--- config.mk ---
export PLATFORM = sky130hd
export DESIGN_NAME = sfwe_ctrl
export DESIGN_NICKNAME = d
export VERILOG_FILES = /design/src/rtl/sfwe_pkg.sv /design/src/rtl/sfwe_ctrl.sv
export SDC_FILE = /design/constraint.sdc
export NUM_CORES = 1
export LEC_CHECK = 0
export ABC_AREA = 1
export ABC_CLOCK_PERIOD_IN_PS = 1100
export BUFFER_PORTS_ARGS = -buffer_cell sky130_fd_sc_hd__buf_2
export CELL_PAD_IN_SITES_DETAIL_PLACEMENT = 0
export CELL_PAD_IN_SITES_GLOBAL_PLACEMENT = 2
export CORE_MARGIN = 2
export CORE_UTILIZATION = 19
export CTS_CLUSTER_SIZE = 20
export DETAILED_ROUTE_END_ITERATION = 6
export PLACE_DENSITY = 0.69
export SYNTH_ARGS = -nofsm -noshare
export SYNTH_HDL_FRONTEND = slang
export SYNTH_SLANG_ARGS = --single-unit
--- constraint.sdc ---
create_clock -name clk_i -period 1.1 [get_ports clk_i]
set_input_delay 0.22 -clock clk_i [delete_from_list [all_inputs] [get_ports clk_i]]
set_output_delay 0.22 -clock clk_i [all_outputs]
set_load 0.01 [all_outputs]
--- src/rtl/sfwe_pkg.sv ---
`timescale 1ns / 1ps
// ----------------------------------------------------------------------------
// sfwe_pkg: shared types and constants of the straight-flight wind estimator
// Holds the controller/datapath command and status structs, the angle and
// CORDIC constants and the arctangent table.
// ----------------------------------------------------------------------------
package sfwe_pkg;

  localparam int unsigned TURN         = 23040;
  localparam int unsigned HALF_TURN    = 11520;
  localparam int unsigned QUARTER_TURN = 5760;
  localparam int unsigned DEG_SHIFT    = 22;
  localparam int unsigned TABLE_LEN    = 24;
  localparam logic [29:0] INV_GAIN_Q30 = 30'd652032874;

  // Register indexes of the configuration port.
  localparam logic [2:0] REG_ENABLE      = 3'd0;
  localparam logic [2:0] REG_START_DELAY = 3'd1;
  localparam logic [2:0] REG_MIN_AS      = 3'd2;
  localparam logic [2:0] REG_SPEED_TOL   = 3'd3;
  localparam logic [2:0] REG_HEAD_TOL    = 3'd4;

  // Commands from the controller to the datapath.
  typedef struct packed {
    logic load;       // capture the input sample
    logic update;     // apply window logic to the captured sample
    logic div_start;  // start the averaging dividers
    logic rot_init;   // set up the rotation CORDIC
    logic vec_init;   // set up the vectoring CORDIC
    logic step;       // one CORDIC iteration
    logic finish;     // form the result registers
  } sfwe_cmd_t;

  // Status from the datapath to the controller.
  typedef struct packed {
    logic deliver;    // the updated sample triggers a result
    logic div_done;   // both averages are ready
    logic step_last;  // the current CORDIC iteration is the last one
  } sfwe_sts_t;

  function automatic logic [31:0] atan_entry(input logic [4:0] i);
    logic [31:0] r;
    begin
      unique case (i)
        5'd0:  r = 32'd188743680;
        5'd1:  r = 32'd111421900;
        5'd2:  r = 32'd58872272;
        5'd3:  r = 32'd29884485;
        5'd4:  r = 32'd15000234;
        5'd5:  r = 32'd7507429;
        5'd6:  r = 32'd3754631;
        5'd7:  r = 32'd1877430;
        5'd8:  r = 32'd938729;
        5'd9:  r = 32'd469366;
        5'd10: r = 32'd234683;
        5'd11: r = 32'd117342;
        5'd12: r = 32'd58671;
        5'd13: r = 32'd29335;
        5'd14: r = 32'd14668;
        5'd15: r = 32'd7334;
        5'd16: r = 32'd3667;
        5'd17: r = 32'd1833;
        5'd18: r = 32'd917;
        5'd19: r = 32'd458;
        5'd20: r = 32'd229;
        5'd21: r = 32'd115;
        5'd22: r = 32'd57;
        5'd23: r = 32'd29;
        default: r = 32'd0;
      endcase
      return r;
    end
  endfunction

endpackage

--- src/rtl/sfwe_ctrl.sv ---
`timescale 1ns / 1ps
// ----------------------------------------------------------------------------
// sfwe_ctrl: sequencing state machine of the wind estimator
// Owns the handshakes and steps the datapath through one sample.
// ----------------------------------------------------------------------------
module sfwe_ctrl (
  input  logic                clk_i,
  input  logic                rst_ni,
  input  logic                in_valid,
  output logic                in_ready,
  output logic                out_valid,
  input  logic                out_ready,
  output sfwe_pkg::sfwe_cmd_t cmd_o,
  input  sfwe_pkg::sfwe_sts_t sts_i
);

  typedef enum logic [3:0] {
    S_IDLE, S_UPDATE, S_CHECK, S_DIV, S_DIVWAIT, S_ROT, S_VINIT, S_VEC, S_FIN
  } state_e;

  state_e state_q;
  logic   out_valid_q;
  logic   fin_go;

  // A new result may enter the output registers once the old one is gone
  // or leaves in the same cycle.
  assign fin_go = (state_q == S_FIN) && (!out_valid_q || out_ready);

  always_comb begin
    cmd_o           = '0;
    cmd_o.load      = (state_q == S_IDLE) && in_valid;
    cmd_o.update    = state_q == S_UPDATE;
    cmd_o.div_start = state_q == S_DIV;
    cmd_o.rot_init  = (state_q == S_DIVWAIT) && sts_i.div_done;
    cmd_o.vec_init  = state_q == S_VINIT;
    cmd_o.step      = (state_q == S_ROT) || (state_q == S_VEC);
    cmd_o.finish    = fin_go;
  end

  assign in_ready  = state_q == S_IDLE;
  assign out_valid = out_valid_q;

  always_ff @(posedge clk_i or negedge rst_ni) begin
    if (!rst_ni) begin
      state_q     <= S_IDLE;
      out_valid_q <= 1'b0;
    end else begin
      if (fin_go) begin
        out_valid_q <= 1'b1;
      end else if (out_valid_q && out_ready) begin
        out_valid_q <= 1'b0;
      end
      unique case (state_q)
        S_IDLE:    if (cmd_o.load) state_q <= S_UPDATE;
        S_UPDATE:  state_q <= S_CHECK;
        S_CHECK:   state_q <= sts_i.deliver ? S_DIV : S_IDLE;
        S_DIV:     state_q <= S_DIVWAIT;
        S_DIVWAIT: if (sts_i.div_done) state_q <= S_ROT;
        S_ROT:     if (sts_i.step_last) state_q <= S_VINIT;
        S_VINIT:   state_q <= S_VEC;
        S_VEC:     if (sts_i.step_last) state_q <= S_FIN;
        S_FIN:     if (fin_go) state_q <= S_IDLE;
        default:   state_q <= S_IDLE;
      endcase
    end
  end

  a_no_accept_busy: assert property (@(posedge clk_i) disable iff (!rst_ni)
    in_ready |-> state_q == S_IDLE) else $error("accept while busy");
  a_fin_sets_valid: assert property (@(posedge clk_i) disable iff (!rst_ni)
    state_q == S_FIN |=> out_valid) else $error("result lost");
  a_result_held: assert property (@(posedge clk_i) disable iff (!rst_ni)
    out_valid && !out_ready |=> out_valid) else $error("result dropped");

endmodule

==> flow_metrics.py <==
metrics = {
    "global_routing": {
        "grt_pass1_vias": 446,
        "grt_first_pass_wirelength_um": 1807,
        "grt.total_usage_pct": 9.515,
        "grt_max_degree": 8,
        "gr-total-overflow": 0,
        "antenna_found_initial": 0,
    },
    "hold_path": {
        "hold_path.class": "in2reg",
        "min_from": "sts_i[0]",
        "hold_end": "state_q[1]$_DFFE_PN0P_",
        "hold_path_depth": 4,
    },
    "route": {
        "drtIter0Drc": 10,
        "drc": 0,
        "avgRoutedWirePerCell_um": 8.667,
        "vias": 464,
        "via_per_inst": 3.867,
        "wl_met3_um": 63,
        "wl_met1_um": 511,
        "drt-total-wl_um": 1040,
        "top_layer": "met3",
        "wl_met2_um": 466,
        "antenna_left": 0,
        "dr.pass1.iters": 4,
    },
    "power_and_ir_drop": {
        "pwr-share-comb_pct": 69.4,
        "cellInternalPower_mw": 1.008,
        "p_per_area_nw_per_um2": 2677,
        "power_frac_clock_pct": 11.2,
        "swShare_pct": 45.18,
        "total_power_mw": 1.839,
        "p_leak_nw": 0.4029,
        "pwr-share-seq_pct": 19.4,
        "vdd_drop_max_uv": 995.5,
        "switchingPower_mw": 0.8308,
    },
    "sta": {
        "relSlewSlack_pct": 86.84,
        "max_freq_ghz": 0.7251,
        "fin_crit_sh_pct": 125.4,
        "fin_crit_ns": 1.379,
        "fin_ws_ns": -0.2792,
        "worst_pin_slew_ns": 0.1953,
        "rsz0062_at_grt": "true",
        "fin_skew_ns": 0.004401,
        "final_hold_viol_count": 0,
        "final.setup.tns_ns": -2.622,
        "drv_slew": 0,
        "setup_viol": 12,
    },
    "layout": {
        "layout-drive-gt1-share_pct": 54.84,
        "n_fill_cell": 221,
        "diodes": 0,
        "nets": 101,
        "final_cell_mix": "14 x nand2_1, 14 x buf_2, 11 x buf_4",
        "area_growth_pct": 78.25,
    },
    "setup_path": {
        "arrival_ns": 1.16,
        "setup.worst_path.class": "reg2out",
        "crit_path_max_incr_delay_ns": 0.45,
        "required_ns": 0.88,
        "worst-path-buf-inv": 1,
        "end_kind": "output port",
        "rrSetupSlack_ns": -0.22,
        "slowest_stage": "dfrtp_2",
        "worstPathMaxFanout": 6,
        "r2r_start": "state_q[0]$_DFFE_PN0P_",
        "r2r-end": "state_q[2]$_DFFE_PN0P_",
        "crit_family": "flip-flops",
        "startpoint_type": "register",
        "r2r_cells": 8,
        "path_cells": "nor2_4 -> nand2_2 -> nor2_1 -> buf_2",
    },
    "logic_synthesis": {
        "syn_area_per_cell_um2": 6.216,
        "synth-seq-area-share_pct": 32.47,
        "yosys-top-cells-area": "dfrtp_1 32%, nand2_1 19%, inv_1 12%",
        "syn_area_um2": 385.4,
        "synth.largest_area_cell": "dfrtp_1",
        "ys_ff_latch": 5,
        "synthCells": 62,
        "ys.warnings.count": 0,
        "synth_top_area_share_pct": 32.47,
        "syn_nets": 69,
        "synthDistinctLibCells": 16,
    },
    "clock_tree": {
        "clk_root_buffer_cell": "clkbuf_4",
        "path_clk_slew_ns": 0.04,
        "cts_tree": "done",
        "h-tree-depth": 1,
        "cts.sinks": 5,
        "clock_latency_ns": 0.24,
        "clk_path_buf_depth": 2,
        "cts-buffers-inserted": 3,
    },
    "place": {
        "io_buffers": 15,
        "gp_congestion": 0.7401,
        "dpl.hpwl_um": 819.3,
    },
    "job": {
        "drv_cap": 0,
    },
    "floorplan": {
        "rows": 16,
        "core-area_um2": 1942,
        "fp.dieH_um": 49.04,
        "die_area_um2": 2404,
        "io_pins": 16,
        "start_util_pct": 19.85,
        "dieWidth_um": 49.04,
    },
    "run_status": {
        "status": "complete, but fails checks",
        "violations": "negative setup slack",
    },
}
-- kinds of logic (layout without fill, tap and decap cells) --
group / Yosys count / count (layout) / share of synthesized area, %
buf+inv: 15 / 46 / 15.58
compound gates: 3 / 3 / 3.895
simple gates: 39 / 39 / 48.06
flops: 5 / 5 / 32.47
-- timing repair --
item,4_1_cts,5_1_grt
endpoints found under the hold margin,5,0
buffers inserted,3,3
pin swaps,4,2
endpoints found under the setup margin,12,12
gates resized for setup,11,10
hold buffers,1,0
-- state kept, by name, summed over array words and instances, names as in the netlist --
name and count:
out_valid 1, state_q 4
-- worst max path at each step --
stage / start / endpoint / slack (ns) / cells past startpoint
2_1_floorplan: state_q[0]$_DFFE_PN0P_ / cmd_o[6] / -0.007 / 3
3_3_place_gp: state_q[0]$_DFFE_PN0P_ / cmd_o[6] / -0.09 / 4
3_5_place_dp: state_q[0]$_DFFE_PN0P_ / cmd_o[0] / -0.12 / 4
4_1_cts: state_q[3]$_DFFE_PN0P_ / cmd_o[6] / -0.27 / 5
5_1_grt: state_q[0]$_DFFE_PN0P_ / cmd_o[0] / -0.35 / 4
6_report: state_q[0]$_DFFE_PN0P_ / cmd_o[6] / -0.28 / 4
-- synth_stat cells --
master / instances
o21ai_1: 1
nand4_1: 1
nor2_2: 3
dfrtp_1: 5
nand2_1: 19
nand2_2: 1
nor2_1: 7
inv_2: 1
nand3_1: 5
nor2_8: 1
buf_4: 1
o21ai_0: 2
clkinv_1: 1
nor4_1: 1
nor3_1: 1
inv_1: 12
-- power by group through the flow --
stage          clock (mW)  combinational, mW  sequential, mW
2_1_floorplan           0              0.542           0.341
3_3_place_gp            0              0.911           0.339
3_5_place_dp            0              0.903           0.339
4_1_cts             0.214               1.09           0.356
5_1_grt             0.229               1.42           0.365
6_report            0.205               1.28           0.357
-- per-stage QoR --
stage	setup slack, ns	hold WS [ns]	instances	area (µm²)	util, %
final	-0.2792	0.2334	120	686.9	35.37
after global routing	-0.3486	0.2509	120	686.9	35.37
after CTS	-0.2675	0.2260	117	626.9	32.28
after detailed placement	-0.1175	0.03914	109	538.0	27.71
after global placement	-0.08515	0.03803	109	538.0	27.71
after floorplan	-0.006643	-0.07559	62	391.6	-
-- area by class of cell --
| cell class | instances | area, µm² | area share, % |
|---|---|---|---|
| multi-input combinational | 42 | 261.5 | 38.07 |
| timing repair buffer | 28 | 185.2 | 26.96 |
| sequential | 5 | 127.6 | 18.58 |
| inverter | 14 | 52.55 | 7.650 |
| tap | 27 | 33.78 | 4.918 |
| clock buffer | 4 | 26.28 | 3.825 |
-- worst min-delay path, cell delays in order --
cell,delay [ns]
buf_2,0.07
inv_1,0.04
nand2_1,0.06
nand2_1,0.04
-- per-layer routing --
metal | global-route usage [%] | vias up
met1 | 13.04 | 201
met3 | 2.761 | 0
met4 | 2.857 | 0
met5 | 0 | -
li1 | - | 249
met2 | 14.38 | 14
Note: power is estimated with default switching activity, not from simulation.
